--- src/design/sbct_pkg.sv ---
package sbct_pkg;

    localparam int NUM_SPRITES = 8;
    localparam int CID_W       = (NUM_SPRITES > 1) ? $clog2(NUM_SPRITES) : 1;
    localparam int IDX_W       = 3;
    localparam int COORD_W     = 8;
    localparam int MASK_W      = 8;
    localparam int BOX_MARGIN  = 3;
    localparam int AXIS_SPAN   = 256;
    localparam int CFG_IDX_W   = 2;

    typedef enum logic [1:0] {
        OP_PLACE       = 2'd0,
        OP_DISABLE     = 2'd1,
        OP_DISABLE_ALL = 2'd2,
        OP_READ        = 2'd3
    } t_op;

    typedef enum logic [CFG_IDX_W-1:0] {
        REG_BOX_WIDTH  = 2'd0,
        REG_BOX_HEIGHT = 2'd1
    } t_reg;

    // Request token that walks the cell chain.
    typedef struct packed {
        logic               vld;
        t_op                op;
        logic [IDX_W-1:0]   idx;
        logic               idx_ok;
        logic [COORD_W-1:0] px;
        logic [COORD_W-1:0] py;
        logic [MASK_W-1:0]  acc;
        logic [MASK_W-1:0]  rd;
    } t_tok;

    typedef struct packed {
        logic [COORD_W-1:0] width;
        logic [COORD_W-1:0] height;
    } t_cfg;

    // Mask write-back for the placed sprite.
    typedef struct packed {
        logic              vld;
        logic [IDX_W-1:0]  idx;
        logic [MASK_W-1:0] mask;
    } t_wb;

endpackage

--- src/design/sbct_cell.sv ---
module sbct_cell (
    input  logic                         i_clk,
    input  logic                         i_rst_n,
    input  logic [sbct_pkg::CID_W-1:0]   i_cell_id,
    input  sbct_pkg::t_cfg               i_cfg,
    input  sbct_pkg::t_wb                i_wb,
    input  sbct_pkg::t_tok               i_tok,
    output sbct_pkg::t_tok               o_tok
);

    logic [sbct_pkg::COORD_W-1:0] r_x, n_x;
    logic [sbct_pkg::COORD_W-1:0] r_y, n_y;
    logic                         r_drawn, n_drawn;
    logic [sbct_pkg::MASK_W-1:0]  r_hits, n_hits;
    sbct_pkg::t_tok               r_tok, n_tok;

    logic                         w_self;
    logic                         w_wb_self;
    logic                         w_hit;
    logic [sbct_pkg::MASK_W-1:0]  w_own_bit;

    function automatic logic axis_near(input logic [sbct_pkg::COORD_W-1:0] d,
                                       input logic [sbct_pkg::COORD_W-1:0] size);
        logic [sbct_pkg::COORD_W:0] r;
        logic [sbct_pkg::COORD_W:0] d9;
        r  = {1'b0, size} - (sbct_pkg::COORD_W+1)'(sbct_pkg::BOX_MARGIN);
        d9 = {1'b0, d};
        return ({1'b0, size} > (sbct_pkg::COORD_W+1)'(sbct_pkg::BOX_MARGIN))
            && ((d9 < r) || (d9 > ((sbct_pkg::COORD_W+1)'(sbct_pkg::AXIS_SPAN) - r)));
    endfunction

    assign w_self    = (32'(i_tok.idx) == 32'(i_cell_id));
    assign w_wb_self = i_wb.vld && (32'(i_wb.idx) == 32'(i_cell_id));
    assign w_hit     = r_drawn
                    && axis_near(r_y - i_tok.py, i_cfg.height)
                    && axis_near(r_x - i_tok.px, i_cfg.width);

    // Bit of this sprite in a mask; none past the mask width.
    always_comb begin
        for (int b = 0; b < sbct_pkg::MASK_W; b++) begin
            w_own_bit[b] = (32'(i_cell_id) == b);
        end
    end

    always_comb begin
        n_x     = r_x;
        n_y     = r_y;
        n_drawn = r_drawn;
        n_hits  = r_hits;
        n_tok   = i_tok;
        if (w_wb_self) begin
            n_hits = i_wb.mask;
        end
        if (i_tok.vld) begin
            if (w_self) begin
                n_tok.rd = r_hits;
            end
            case (i_tok.op)
                sbct_pkg::OP_PLACE: begin
                    if (i_tok.idx_ok) begin
                        if (w_self) begin
                            n_x     = i_tok.px;
                            n_y     = i_tok.py;
                            n_drawn = 1'b1;
                            n_hits  = '0;
                        end else if (w_hit) begin
                            n_hits[i_tok.idx] = 1'b1;
                            n_tok.acc         = i_tok.acc | w_own_bit;
                        end
                    end
                end
                sbct_pkg::OP_DISABLE: begin
                    if (i_tok.idx_ok && w_self) begin
                        n_drawn = 1'b0;
                    end
                end
                sbct_pkg::OP_DISABLE_ALL: begin
                    n_drawn = 1'b0;
                end
                default: begin
                end
            endcase
        end
    end

    always_ff @(posedge i_clk) begin
        if (!i_rst_n) begin
            r_x     <= '0;
            r_y     <= '0;
            r_drawn <= 1'b0;
            r_hits  <= '0;
            r_tok   <= '0;
        end else begin
            r_x     <= n_x;
            r_y     <= n_y;
            r_drawn <= n_drawn;
            r_hits  <= n_hits;
            r_tok   <= n_tok;
        end
    end

    assign o_tok = r_tok;

endmodule

--- src/design/sprite_box_collision_table_core.sv ---
// Sprite box collision table. Each of NUM_SPRITES cells holds one sprite's
// position, drawn flag and collision mask. A request enters the head of the
// chain and moves one cell per clock; each cell acts on it as it passes
// (place: compare boxes against the new position and set hit bits; disable:
// clear drawn flags; every op: pick up the addressed sprite's mask). When the
// request leaves the last cell, the mask gathered for a placed sprite is
// written back into its cell and the result is loaded into the output
// register. A request passes through the input register, then each cell's
// register in turn, before its result is loaded into the output register;
// the next request is accepted once that result is loaded and the output
// register is free or being drained. Configuration writes are taken in every
// cycle and must only be issued while no request is in flight.
module sprite_box_collision_table_core (
    input  logic                            i_clk,
    input  logic                            i_rst_n,
    // Request stream
    input  logic                            s_axis_tvalid,
    output logic                            s_axis_tready,
    input  logic [23:0]                     s_axis_tdata,  // [2:0] sprite_index,
                                                           // [10:3] pos_x, [18:11] pos_y
    input  logic [1:0]                      s_axis_tuser,  // [1:0] op
    // Result stream
    output logic                            m_axis_tvalid,
    input  logic                            m_axis_tready,
    output logic [7:0]                      m_axis_tdata,  // [7:0] collision_mask
    // Configuration writes
    input  logic                            i_cfg_valid,
    output logic                            o_cfg_ready,
    input  logic [sbct_pkg::CFG_IDX_W-1:0]  i_cfg_index,
    input  logic [7:0]                      i_cfg_data
);

    sbct_pkg::t_cfg              r_cfg;
    sbct_pkg::t_tok              r_tok_in;
    logic                        r_busy;
    logic                        r_out_vld;
    logic [sbct_pkg::MASK_W-1:0] r_out_data;

    sbct_pkg::t_tok              w_tok [sbct_pkg::NUM_SPRITES];
    sbct_pkg::t_tok              w_last;
    sbct_pkg::t_wb               w_wb;
    logic                        w_accept;

    assign s_axis_tready = !r_busy && (!r_out_vld || m_axis_tready);
    assign w_accept      = s_axis_tvalid && s_axis_tready;
    assign o_cfg_ready   = 1'b1;

    assign w_last = w_tok[sbct_pkg::NUM_SPRITES-1];

    // Write the gathered mask back into the placed sprite's cell.
    assign w_wb.vld  = w_last.vld && (w_last.op == sbct_pkg::OP_PLACE) && w_last.idx_ok;
    assign w_wb.idx  = w_last.idx;
    assign w_wb.mask = w_last.acc;

    // Configuration registers; writes past the list are dropped.
    always_ff @(posedge i_clk) begin
        if (!i_rst_n) begin
            r_cfg.width  <= 8'd16;
            r_cfg.height <= 8'd16;
        end else if (i_cfg_valid) begin
            case (i_cfg_index)
                sbct_pkg::REG_BOX_WIDTH:  r_cfg.width  <= i_cfg_data;
                sbct_pkg::REG_BOX_HEIGHT: r_cfg.height <= i_cfg_data;
                default: begin
                end
            endcase
        end
    end

    // Launch the request, track it through the chain, load the result.
    always_ff @(posedge i_clk) begin
        if (!i_rst_n) begin
            r_tok_in   <= '0;
            r_busy     <= 1'b0;
            r_out_vld  <= 1'b0;
            r_out_data <= '0;
        end else begin
            r_tok_in.vld <= w_accept;
            if (w_accept) begin
                r_tok_in.op     <= sbct_pkg::t_op'(s_axis_tuser);
                r_tok_in.idx    <= s_axis_tdata[2:0];
                r_tok_in.idx_ok <= (32'(s_axis_tdata[2:0]) < sbct_pkg::NUM_SPRITES);
                r_tok_in.px     <= s_axis_tdata[10:3];
                r_tok_in.py     <= s_axis_tdata[18:11];
                r_tok_in.acc    <= '0;
                r_tok_in.rd     <= '0;
                r_busy          <= 1'b1;
            end else if (w_last.vld) begin
                r_busy <= 1'b0;
            end
            if (w_last.vld) begin
                r_out_vld  <= 1'b1;
                r_out_data <= (w_last.op == sbct_pkg::OP_PLACE) ? w_last.acc : w_last.rd;
            end else if (m_axis_tready) begin
                r_out_vld <= 1'b0;
            end
        end
    end

    // Cell chain: cell 0 takes the launched request, each later cell its
    // neighbor's.
    for (genvar g = 0; g < sbct_pkg::NUM_SPRITES; g++) begin : g_cell
        sbct_cell u_cell (
            .i_clk     (i_clk),
            .i_rst_n   (i_rst_n),
            .i_cell_id (sbct_pkg::CID_W'(g)),
            .i_cfg     (r_cfg),
            .i_wb      (w_wb),
            .i_tok     ((g == 0) ? r_tok_in : w_tok[(g == 0) ? 0 : g-1]),
            .o_tok     (w_tok[g])
        );
    end

    assign m_axis_tvalid = r_out_vld;
    assign m_axis_tdata  = r_out_data;

endmodule

--- config.mk ---
export PLATFORM = sky130hd
export DESIGN_NAME = sprite_box_collision_table_core
export DESIGN_NICKNAME = d
export VERILOG_FILES = /design/src/design/sbct_pkg.sv /design/src/design/sbct_cell.sv /design/src/design/sprite_box_collision_table_core.sv
export SDC_FILE = /design/constraint.sdc
export NUM_CORES = 1
export LEC_CHECK = 0
export BUFFER_PORTS_ARGS = -buffer_cell sky130_fd_sc_hd__buf_4
export CORE_ASPECT_RATIO = 1.75
export CORE_MARGIN = 2
export CORE_UTILIZATION = 44
export DETAILED_ROUTE_END_ITERATION = 10
export PLACE_DENSITY = 0.6
export SETUP_SLACK_MARGIN = 0.4
export SLEW_MARGIN = 20
export SYNTH_ARGS = -nofsm -noshare
export SYNTH_HDL_FRONTEND = slang
export SYNTH_SLANG_ARGS = --single-unit
--- constraint.sdc ---
create_clock -name i_clk -period 5.5 [get_ports i_clk]
set_clock_uncertainty 0.1 [all_clocks]
set_input_delay 0.275 -clock i_clk [delete_from_list [all_inputs] [get_ports i_clk]]
set_output_delay 0.275 -clock i_clk [all_outputs]
set_load 0.02 [all_outputs]
Word level (Yosys, flattened, before mapping)
Cells that the tools add are included.
Word-level totals
  logic and storage cells: 507
  bits in registers: 538
  output and inout bits: 11
  input port bits: 41
Operators by class
  magnitude comparators: 50
  bitwise logic cells: 12
  muxes and demuxes: 144
  eq/ne operators: 55
  reductions and logical operators: 121
  $add $sub $neg: 20
Operators by type and width (number)
  $mux W8: 61
  $gt A8 B9 Y1: 16
  $lt A8 B9 Y1: 16
  $sub A8 B8 Y8: 16
  $or A8 B8 Y8: 8
  $logic_and A1 B1 Y1: 60
  $reduce_and A5 Y1: 8
  $mux W1: 37
  $lt A3 B4 Y1 const B: 8
  $mux W16: 2
  $ne A2 B1 Y1 const B: 16
  $reduce_and A4 Y1: 8
  $mux W7: 4
  $demux W1 S3: 8
  $eq A3 B3 Y1 const B: 8
  $ge A3 B1 Y1 const B: 8
  $mux W6: 4
  $pmux W1 S3: 8
  $reduce_bool A3 Y1: 8
  $logic_not A2 Y1: 10
  $mux W5: 4
  $eq A2 B1 Y1 const B: 9
  $sub A8 B2 Y9 const B: 2
  $sub A9 B9 Y9 const A: 2
  21 further kinds: 71

Longest topological paths before layout
Gate-level depths: netlist (run 1).
  depth in word-level cells: 12
  mapped depth: 19
  gate-level depth less buffers: 19

Modules after synthesis
From an unflattened synthesis (run 1), not the netlist that was laid out.
Second synthesis, totals
  cells, all modules: 4007
  area total of the unflattened synthesis: 35803.1 sq um
Modules (own cells, without submodules)
  sbct_cell (g_cell[1].u_cell ...): cells an instance 475, times used 5, seq. area each 1281.2 sq um, area each 4222.8 sq um
  sbct_cell (g_cell[0].u_cell ...): cells an instance 479, times used 2, seq. area each 1281.2 sq um, area each 4262.8 sq um
  sbct_cell (g_cell[7].u_cell): cells an instance 457, times used 1, seq. area each 1281.2 sq um, area each 4195.3 sq um
  sprite_box_collision_table_core: cells an instance 217, times used 1, seq. area each 980.9 sq um, area each 1968.1 sq um

Worst setup path before layout (run 1)
OpenSTA, ideal clock, no wires.
  path kind: reg2reg
  from: register r_cfg[1] (netlist bit)
  to: register g_cell[1].u_cell.r_hits[2] (netlist bit)
  period minus slack after synthesis: 4065 ps
  cell stages (with the launch flop): 15
  path buffers: 1
  setup slack: 1435 ps
  arrival time: 3827 ps
  data required time: 5262 ps
  library setup time: 138 ps
  cell sequence: dfxtp_1 > ha_1 > buf_2 > xor2_1 > and3_1 > xnor2_1 > ha_1 > and4_1 > nor2b_1 > a2111oi_0 > nor3b_1 > a221oi_1 > a31oi_1 > o31ai_2 > o22ai_1
On the way
  longest elaborated chain between the ends: 12
  elaborated cells between the ends (all ways): 14
  classes of those cells: add/sub (2); order compare (3); mux (5); reduce/logical (4)
RTL lines
  from (decl): RTL line sprite_box_collision_table_core.sv:33  | sbct_pkg::t_cfg r_cfg;
  $sub A8 B2 Y9: RTL line sbct_cell.sv:26  | r = {1'b0, size} - (sbct_pkg::COORD_W+1)'(sbct_pkg::BOX_MARGIN);
  $sub A9 B9 Y9: RTL line sbct_cell.sv:29  | && ((d9 < r) || (d9 > ((sbct_pkg::COORD_W+1)'(sbct_pkg::AXIS_SPAN) - r)));
  $gt A8 B9 Y1: RTL line sbct_cell.sv:29
  $logic_or A1 B1 Y1: RTL line sbct_cell.sv:29
  $logic_and A1 B1 Y1 (*): RTL line sbct_cell.sv:29
  $logic_and A1 B1 Y1 (*): RTL line sbct_cell.sv:35  | && axis_near(r_y - i_tok.py, i_cfg.height)
  $logic_and A1 B1 Y1 (*): RTL line sbct_cell.sv:36  | && axis_near(r_x - i_tok.px, i_cfg.width);
  $mux W8 (*): RTL line sbct_cell.sv:66  | end else if (w_hit) begin
  $mux W8 (*): RTL line sbct_cell.sv:61  | if (w_self) begin
  $mux W8 (*): RTL line sbct_cell.sv:60  | if (i_tok.idx_ok) begin
  $mux W8 (*): RTL line sbct_cell.sv:58  | case (i_tok.op)
  $mux W8 (*): RTL line sbct_cell.sv:54  | if (i_tok.vld) begin
  to (signal assigned): RTL line sbct_cell.sv:97  | r_hits <= n_hits;
  to (decl): RTL line sbct_cell.sv:14  | logic [sbct_pkg::MASK_W-1:0] r_hits, n_hits;
Every way passes the cells marked *; elsewhere a longest branch is shown, timed or not.
A chain may end at the register's enable or synchronous reset.

Worst setup path in the final report (run 1)
  from: register r_cfg[0] (netlist bit)
  to: register g_cell[1].u_cell.r_hits[3] (netlist bit)
Same word-level chain as after synthesis.

==> flow_summary.ini, run 1 <==
[clock_tree]
cts-root-buf = clkbuf_16
cts.sinks = 517
ctsHtreeMaxLevel = 2
cts_buffers = 50
cts_resized = 0
cts_buffer_depth = 3
cts_tree = yes
path_clk_slew_ns = 0.07
clk_latency_ns = 0.61

[floorplan]
core_area_sq_um = 63200
dieArea_sq_um = 65910
dieHeight_um = 338.1
row_count = 122
die_w_um = 194.9
ios = 52
initial_core_util_pct = 44.42

[timing]
setup_viol = 0
rsz0062_at_grt = false
final.period_utilization_pct = 86.35
period_minus_slack_ns = 4.749
drv_slew = 0
setup_tns_ns = 0
hold_violations = 0
fmaxAchievable_ghz = 0.2106
worst_slew_pin_slew_ns = 1.075
slew_headroom_pct = 28.30

[detailed_routing]
drc_errors = 0
post_drt_wl_per_cell_um = 19.12
firstDrtPassIters = 5
route.vias.total = 22780
drt_iter0_markers = 1041
wl_um = 78660
viasPerCell = 5.535
ant_nets = 0

[place]
dp.cells = 3993
place_congestion = 0.9003
dp_hpwl_um = 59850
port_buffers = 45
placed_area_sq_um = 29340

[layout]
fillCellCount = 6073
antennaDiodeCount = 0
fin_util_pct = 49.64
design_area_sq_um = 31370
nets = 3698
final_cells = 4115
layout-drive-gt1-share_pct = 6.588
syn2layout_area_growth_pct = 11.75

[synth]
yosysUniqueCellTypes = 94
synth_seq_cells = 517
synth_area_per_cell_sq_um = 8.736
synth-async-reset-ratio_pct = 0
synth-edff-count = 0
ys.flop_type = dfxtp_1
yosys_warnings = 0
ys_seq_area_share_pct = 36.87
syn_inst = 3213
synth_area_sq_um = 28070
syn_nets = 3641

[grt]
grt.total_usage_pct = 23.66
grt_pass1_wl_um = 123300
antenna_found_initial = 1
grt_overflow = 0
grt_max_degree = 179
grt_pass1_vias = 23200

[power]
leakage_nw = 12.96
p_sw_w = 0.002176
power.share.combinational_pct = 11.3
p_int_w = 0.006179
clock_power_share_pct = 43.1
vdd_drop_max_mv = 0.2338
powerDensity_nw_per_um2 = 266.4
p_seq_share_pct = 45.6
swShare_pct = 26.04

[critical_path]
arrival_ns = 5.12
crit_type = reg -> reg
path_max_fanout = 10
cp-end-kind = flip-flop
critPathRequiredTime_ns = 5.87
cp-start-kind = flip-flop

[min_path]
hp-class = in -> reg

[run]
max_cap_viol_count = 0

[outcome]
status = complete, no violations
==> state kept, by name (all words and copies together) (netlist names) <==
register,cells
g_cell.u_cell.o_tok,268
g_cell.u_cell.r_hits,64
g_cell.u_cell.r_x,64
g_cell.u_cell.r_y,64
r_tok_in,23
r_cfg,16
g_cell.u_cell.r_drawn,8
m_axis_tdata,8
m_axis_tvalid,1
r_busy,1
==> power by group through the flow <==
stage	clock (W)	combinational [W]	sequential (W)
global route	0.00383	0.00106	0.00381
floorplan	0	0.000633	0.00388
detailed placement	0	0.000921	0.00389
CTS	0.00369	0.000945	0.00381
global placement	0	0.000888	0.00389
finish	0.00360	0.000942	0.00381
==> area by class of cell <==
| type | instances | area [sq um] | area share, % |
|---|---|---|---|
| multi-input cells | 2346 | 16410 | 52.33 |
| flip-flops and latches | 517 | 10350 | 33.00 |
| clock buffers | 59 | 1325 | 4.224 |
| well taps | 806 | 1008 | 3.215 |
| repair buffers | 121 | 998.5 | 3.183 |
| inverters | 234 | 885.9 | 2.824 |
| clock inverters | 32 | 385.4 | 1.229 |
==> per-stage QoR <==
stage          hold slack (ns)  power (W)  setup slack, ns
2_1_floorplan           0.3001   0.004512            1.435
3_3_place_gp            0.3140   0.004782            1.020
3_5_place_dp            0.3192   0.004815           0.8420
4_1_cts                0.06673   0.008446           0.8649
5_1_grt                 0.1200   0.008702           0.4664
6_report               0.08060   0.008355           0.7508
==> routing by layer <==
metal / GRT usage [%] / vias up / part of all wire [%] / wire length [um]
met5: 0 / - / 0.011 / 9
met4: 14.31 / 2 / 6.4 / 5038
met3: 2.500 / 242 / 3.3 / 2597
met2: 44.96 / 534 / 52 / 41160
met1: 24.71 / 10780 / 38 / 29860
li1: - / 11220 / - / -
==> critical path, cell delays in order (launching register included) <==
cell       delay (ns)
dfxtp_1          0.51
ha_1             0.52
xor2_1           0.25
buf_4            0.28
xnor2_1          0.15
buf_4            0.26
ha_1             0.28
a21o_1           0.18
a21o_1           0.16
a2111oi_0        0.54
nor3b_1          0.13
a221oi_1         0.23
a31oi_1          0.13
o31ai_2          0.68
o22ai_1          0.20
==> placed cells by master (no fill, tap or decap), drive strengths merged, types with 59 or more instances in the layout <==
cell type,synthesis,routed
dfxtp,517,517
nand2,408,408
ha,371,371
nor2,276,276
a21oi,274,274
inv,234,236
o21ai,113,113
mux2i,94,94
buf,22,90
and2,87,87
xnor2,83,83
clkbuf,94,59
==> synthesized netlist by cell type (all sizes together), types with 12 or more instances <==
library cell | n | area share, %
or3 | 19 | 0.44
nand2b | 36 | 0.80
a311oi | 15 | 0.47
ha | 371 | 17
nand4 | 28 | 0.62
nor2b | 43 | 0.96
o21ai | 113 | 2.0
o21a | 22 | 0.62
o22a | 18 | 0.56
nor3 | 23 | 0.47
and2 | 87 | 1.9
mux2i | 94 | 3.4
nor2 | 276 | 3.7
clkbuf | 94 | 1.3
a21oi | 274 | 4.9
xor2 | 41 | 1.3
xnor2 | 83 | 2.7
nand3 | 43 | 0.77
and3 | 32 | 0.71
nor3b | 12 | 0.32
a211oi | 28 | 0.79
dfxtp | 517 | 37
buf | 22 | 0.35
o22ai | 20 | 0.45
inv | 234 | 3.1
a31oi | 17 | 0.40
nand2 | 408 | 5.5
fa | 16 | 1.1
o21bai | 19 | 0.51
a21o | 39 | 1.0
==> cells by family (layout without fill, tap and decap cells) <==
| logic type | Yosys count | in the layout | share of synthesized area, % |
|---|---|---|---|
| buffers and inverters | 350 | 446 | 4.743 |
| AOI/OAI and AO/OA | 679 | 679 | 15.40 |
| and+or+nand+nor | 1050 | 1050 | 17.53 |
| muxes | 105 | 105 | 3.807 |
| DFF | 517 | 517 | 36.87 |
| other | 1 | 1 | 0.01336 |
| xor gates and xnor gates | 124 | 124 | 3.963 |
| adders and majority gates | 387 | 387 | 17.68 |
==> timing repair <==
action	4_1_cts	5_1_grt
hold endpoints to repair	61	0
buffers inserted	0	0
endpoints found under the setup margin	0	0
hold buffers	31	0
==> worst paths after layout <==
| kind | cells past startpoint | slack [ns] | endpoint | start |
|---|---|---|---|---|
| max | 14 | 0.75 | g_cell[1].u_cell.r_hits[3] | r_cfg[0] |
| min | 5 | 0.08 | r_cfg[12] | i_cfg_index[1] |
| max reg2reg | 14 | 0.75 | g_cell[1].u_cell.r_hits[3] | r_cfg[0] |
| min reg2reg | 1 | 0.32 | g_cell[6].u_cell.o_tok[12] | g_cell[5].u_cell.o_tok[12] |
(Power assumes the default switching activity.)
==> run 2, diff against run 1 <==
--- a/config.mk
+++ b/config.mk
@@ -9,6 +9,7 @@
 export CORE_ASPECT_RATIO = 1.75
 export CORE_MARGIN = 2
 export CORE_UTILIZATION = 44
+export CTS_BUF_LIST = sky130_fd_sc_hd__clkbuf_16
 export DETAILED_ROUTE_END_ITERATION = 10
 export PLACE_DENSITY = 0.6
 export SETUP_SLACK_MARGIN = 0.4
==> run 2 against run 1 <==
Non-clock buffer count unchanged. Fmax rose by 0.86%. Clock power fell by 2%. Global-route usage about the same. Hold slack improved by 0.0021 ns. Wire length barely moved. Sequential share of layout area barely moved.
==> flow_summary.ini, run 2 (synthesis gave the netlist of run 1 again) <==
[critical_path]
arrival_ns = 5.08
cp-start-kind = flip-flop
crit_type = reg -> reg
path_cells = ha_1, xor2_1, buf_4, xnor2_1, buf_4, ha_1, a21o_1, a21o_1, a2111oi_0, nor3b_1, a221oi_1, a31oi_1, o31ai_2, o22ai_1
path_max_fanout = 10
slowest_stage = o31ai_2
cp-end-kind = flip-flop
crit_path_max_incr_delay_ns = 0.67
critPathRequiredTime_ns = 5.87

[clock_tree]
cts_buffers = 50
cts-root-buf = clkbuf_16
cts_tree = yes
clk_latency_ns = 0.62
cts_setup_buffers = 0
cts.sinks = 517
cts_buffer_depth = 3
cts_resized = 0
ctsHtreeMaxLevel = 2
path_clk_slew_ns = 0.07
cts_hold_buf = 31

[timing]
drv_slew = 0
hold_violations = 0
worst_slew_pin_slew_ns = 1.071
slew_headroom_pct = 28.61
period_minus_slack_ns = 4.709
final.period_utilization_pct = 85.62
rsz0062_at_grt = false
fmaxAchievable_ghz = 0.2124
setup_viol = 0
setup_tns_ns = 0

[detailed_routing]
viasPerCell = 5.522
drt_iter0_markers = 1043
wl_um = 78690
ant_nets = 0
drc_errors = 0
post_drt_wl_per_cell_um = 19.12
firstDrtPassIters = 5
route.vias.total = 22730

[power]
powerDensity_nw_per_um2 = 264.6
p_int_w = 0.006114
p_seq_share_pct = 46.0
leakage_nw = 12.96
p_sw_w = 0.002176
swShare_pct = 26.25
clock_power_share_pct = 42.7
vdd_drop_max_mv = 0.2341
power.share.combinational_pct = 11.4

[floorplan]
dieHeight_um = 338.1
core_area_sq_um = 63200
initial_core_util_pct = 44.42
ios = 52
row_count = 122
die_w_um = 194.9
dieArea_sq_um = 65910

[layout]
layout-drive-gt1-share_pct = 6.467
layout_common_cells = 517 x dfxtp_1, 407 x nand2_1, 371 x ha_1, 274 x a21oi_1, 274 x nor2_1
nets = 3698
fin_util_pct = 49.58
largest_reg_flops = 268
layout_commonest_cell = dfxtp_1
syn2layout_area_growth_pct = 11.62

[grt]
gr-usage-met2_pct = 45.02
top_usage_layer = met2
grt.total_usage_pct = 23.67
met3_usage_pct = 2.500
antenna_found_initial = 1
grt_pass1_wl_um = 123400
grt_overflow = 0
grtUsageMet1_pct = 24.71
grt_pass1_vias = 23190
grt_max_degree = 179

[min_path]
hp-class = in -> reg

[place]
place_congestion = 0.9003
port_buffers = 45
dp_hpwl_um = 59850

[outcome]
status = complete, no violations

[run]
max_cap_viol_count = 0
run 2: cell types whose count changed in the layout (fill, tap and decap cells not counted), sizes merged:
cell,delta
clkinv,+4
diode,+1
clkbuf,-9
inv,+5
run 2: layout make-up:
type	instances	area, sq um
clock buffers	50	1251
fillers	6078	31870
well taps	806	1008
repair buffers	121	998.5
multi-input cells	2346	16410
inverters	234	885.9
diodes	1	2.502
flip-flops and latches	517	10350
clock inverters	41	419.2
run 2: through the flow:
stage               setup WS, ns  hold slack, ns  power, W  std cells  instance area (sq um)
floorplan                  1.435          0.3001  0.004512       3213                  28070
global placement           1.020          0.3140  0.004782       3993                  29330
detailed placement        0.8420          0.3192  0.004815       3993                  29340
CTS                       0.8597         0.06155  0.008382       4115                  31320
global route              0.4664          0.1200  0.008639       4115                  31330
finish                    0.7911         0.08275  0.008290       4116                  31330
run 2: power groups by stage:
| stage | logic, W | registers [W] | clock network (W) |
|---|---|---|---|
| detailed placement | 0.000921 | 0.00389 | 0 |
| global placement | 0.000888 | 0.00389 | 0 |
| floorplan | 0.000633 | 0.00388 | 0 |
| finish | 0.000942 | 0.00381 | 0.00354 |
| global route | 0.00106 | 0.00381 | 0.00377 |
| CTS | 0.000945 | 0.00381 | 0.00363 |
run 2: worst max-delay path: cells and delay by family, from the launching register on:
family,cells,cell delay [ns]
compound gates,7,2.10
fa+ha+maj,2,0.79
buf+inv,2,0.53
flops,1,0.51
xor+xnor,2,0.38
simple gates,1,0.13
run 2: worst paths after layout:
check | from | endpoint | slack, ns | depth (start not counted)
min reg2reg | g_cell[5].u_cell.o_tok[12] | g_cell[6].u_cell.o_tok[12] | 0.32 | 1
min | i_cfg_index[1] | r_cfg[12] | 0.08 | 5
max reg2reg | r_cfg[0] | g_cell[1].u_cell.r_hits[3] | 0.79 | 14
max | r_cfg[0] | g_cell[1].u_cell.r_hits[3] | 0.79 | 14
run 2: metal layers:
layer	share of wire [%]	up-vias	wire (um)
met5	0.011	-	9
met4	6.4	2	4999
met3	3.1	235	2429
met2	52	508	41180
met1	38	10770	30070
li1	-	11220	-
==> run 3, diff against run 2 <==
--- a/config.mk
+++ b/config.mk
@@ -12,7 +12,9 @@
 export CTS_BUF_LIST = sky130_fd_sc_hd__clkbuf_16
 export DETAILED_ROUTE_END_ITERATION = 10
 export PLACE_DENSITY = 0.6
+export RECOVER_POWER = 100
 export SETUP_SLACK_MARGIN = 0.4
+export SKIP_LAST_GASP = 1
 export SLEW_MARGIN = 20
 export SYNTH_ARGS = -nofsm -noshare
 export SYNTH_HDL_FRONTEND = slang
==> run 3 against run 2 <==
The run now ends with capacitance limit, slew limit left. Worst setup slack got worse by 0.16 ns. Wire length barely moved. Final cell count barely moved. Non-clock buffer count did not move. Sequential power barely moved. Register-to-register slack got worse by 0.16 ns. Critical path depth did not move. Flip-flop and latch count did not move. Via count rose by 0.11%. Critical endpoint unchanged. Highest routed layer unchanged.
==> flow_summary.ini, run 3 (synthesis gave the netlist of run 1 again) <==
[outcome]
status = complete, but fails checks
violations = capacitance limit, slew limit

[detailed_routing]
route.vias.total = 22760
post_drt_wl_per_cell_um = 19.14
drc_errors = 0
drt_iter0_markers = 1064
ant_nets = 0
wl_um = 78750
viasPerCell = 5.530
firstDrtPassIters = 5

[place]
dp_hpwl_um = 59850
dp.cells = 3993
port_buffers = 45
place_congestion = 0.9003

[critical_path]
crit_path_max_incr_delay_ns = 0.68
path_cells = ha_1, xor2_1, clkbuf_2, xnor2_1, buf_4, ha_1, a21o_1, a21o_1, a2111oi_0, nor3b_1, a221oi_1, a31oi_1, o31ai_2, o22ai_1
cp-end-kind = flip-flop
worst-path-buf-inv = 2
crit_family = compound AO/OA/AOI/OAI gates
slowest_stage = o31ai_2
critPathRequiredTime_ns = 5.86
arrival_ns = 5.23
crit_type = reg -> reg
cp-start-kind = flip-flop
path_max_fanout = 10

[layout]
nets = 3698
final_cells = 4115
layout_commonest_cell = dfxtp_1
fin_util_pct = 49.44
layout_common_cells = 517 x dfxtp_1, 407 x nand2_1, 371 x ha_1, 274 x a21oi_1, 274 x nor2_1
antennaDiodeCount = 0
largest_reg_flops = 268
layout-drive-gt1-share_pct = 5.833
seq_area_sq_um = 10350
multi_input_area_sq_um = 16400
fillCellCount = 6093
syn2layout_area_growth_pct = 11.30

[grt]
grtUsageMet1_pct = 24.71
top_usage_layer = met2
gr-usage-met2_pct = 45.02
grt_overflow = 0
grt.total_usage_pct = 23.67
grt_pass1_vias = 23190
antenna_found_initial = 1
grt_max_degree = 179
met3_usage_pct = 2.500
grt_pass1_wl_um = 123400

[timing]
slew_headroom_pct = -93.94
hold_violations = 0
drv_slew = 144
setup_tns_ns = 0
worst_slew_pin_slew_ns = 2.909
rsz0062_at_grt = false
fmaxAchievable_ghz = 0.2053
period_minus_slack_ns = 4.870
hold_ws_ns = 0.08460
setup_viol = 0
final.period_utilization_pct = 88.55

[clock_tree]
clk_latency_ns = 0.61
cts_buffer_depth = 3
cts_tree = yes
ctsHtreeMaxLevel = 2
cts_buffers = 50
cts-root-buf = clkbuf_16
cts.sinks = 517
path_clk_slew_ns = 0.07

[power]
vdd_drop_max_mv = 0.2346
powerDensity_nw_per_um2 = 265.2
leakage_nw = 12.84

[floorplan]
die_w_um = 194.9
dieHeight_um = 338.1
core_area_sq_um = 63200
ios = 52
row_count = 122
dieArea_sq_um = 65910
initial_core_util_pct = 44.42

[min_path]
hp-class = in -> reg

[run]
max_cap_viol_count = 4
## run 3: cell count changes in the layout (fill, tap and decap cells not counted), moves of 2 or more
cell	previous run	this run
clkbuf_1	0	17
o21ai_0	104	106
and2_1	86	50
and2_0	1	37
buf_4	89	71
o21ai_2	3	1
## run 3: final timing paths
check | end | cells after the start | slack, ns | start
worst max-delay path | g_cell[1].u_cell.r_hits[3] | 14 | 0.63 | r_cfg[0]
worst max register to register | g_cell[1].u_cell.r_hits[3] | 14 | 0.63 | r_cfg[0]
worst min-delay path | r_cfg[12] | 5 | 0.08 | i_cfg_index[1]
worst min register to register | g_cell[6].u_cell.o_tok[12] | 1 | 0.32 | g_cell[5].u_cell.o_tok[12]
## run 3: area by class of cell
| cell class | count | area share [%] |
|---|---|---|
| timing repair buffer | 121 | 2.984 |
| tap | 806 | 3.228 |
| sequential | 517 | 33.13 |
| clock buffer | 50 | 4.005 |
| clock inverter | 41 | 1.342 |
| multi-input combinational | 2346 | 52.50 |
| inverter | 234 | 2.811 |
## run 3: layer usage
layer  up-vias  routed length (um)
li1      11210                   -
met1     10790               29990
met2       516               41300
met3       235                2515
met4         2                4935
met5         -                   9
## run 3: report_power, final
group	total [W]	switching, W	leakage (nW)	internal, W
Combinational	0.000939	0.000566	7.85	0.000373
Sequential	0.00381	0.0000355	4.17	0.00378
Clock	0.00354	0.00157	0.820	0.00196
Total	0.00828	0.00217	12.8	0.00611
## run 3: worst reg2reg max path, cell delays in order (launching register included)
cell and delay, ns:
dfxtp_1 0.50, ha_1 0.52, xor2_1 0.23, clkbuf_2 0.39
xnor2_1 0.18, buf_4 0.26, ha_1 0.28, a21o_1 0.18
a21o_1 0.16, a2111oi_0 0.54, nor3b_1 0.13, a221oi_1 0.23
a31oi_1 0.14, o31ai_2 0.68, o22ai_1 0.21
## run 3: stage by stage
stage,power (W),instance area (sq um),worst slack [ns]
finish,0.008285,31240,0.6299
global route,0.008634,31240,0.2582
CTS,0.008382,31320,0.8597
detailed placement,0.004815,29340,0.8420
global placement,0.004782,29330,1.020
floorplan,0.004512,28070,1.435
## run 3: repair_timing
item | in CTS | in global routing
hold endpoints to repair | 61 | 0
resized for setup | 0 | 0
endpoints found under the setup margin | 0 | 0
hold buffers | 31 | 0
setup buffers | 0 | 0
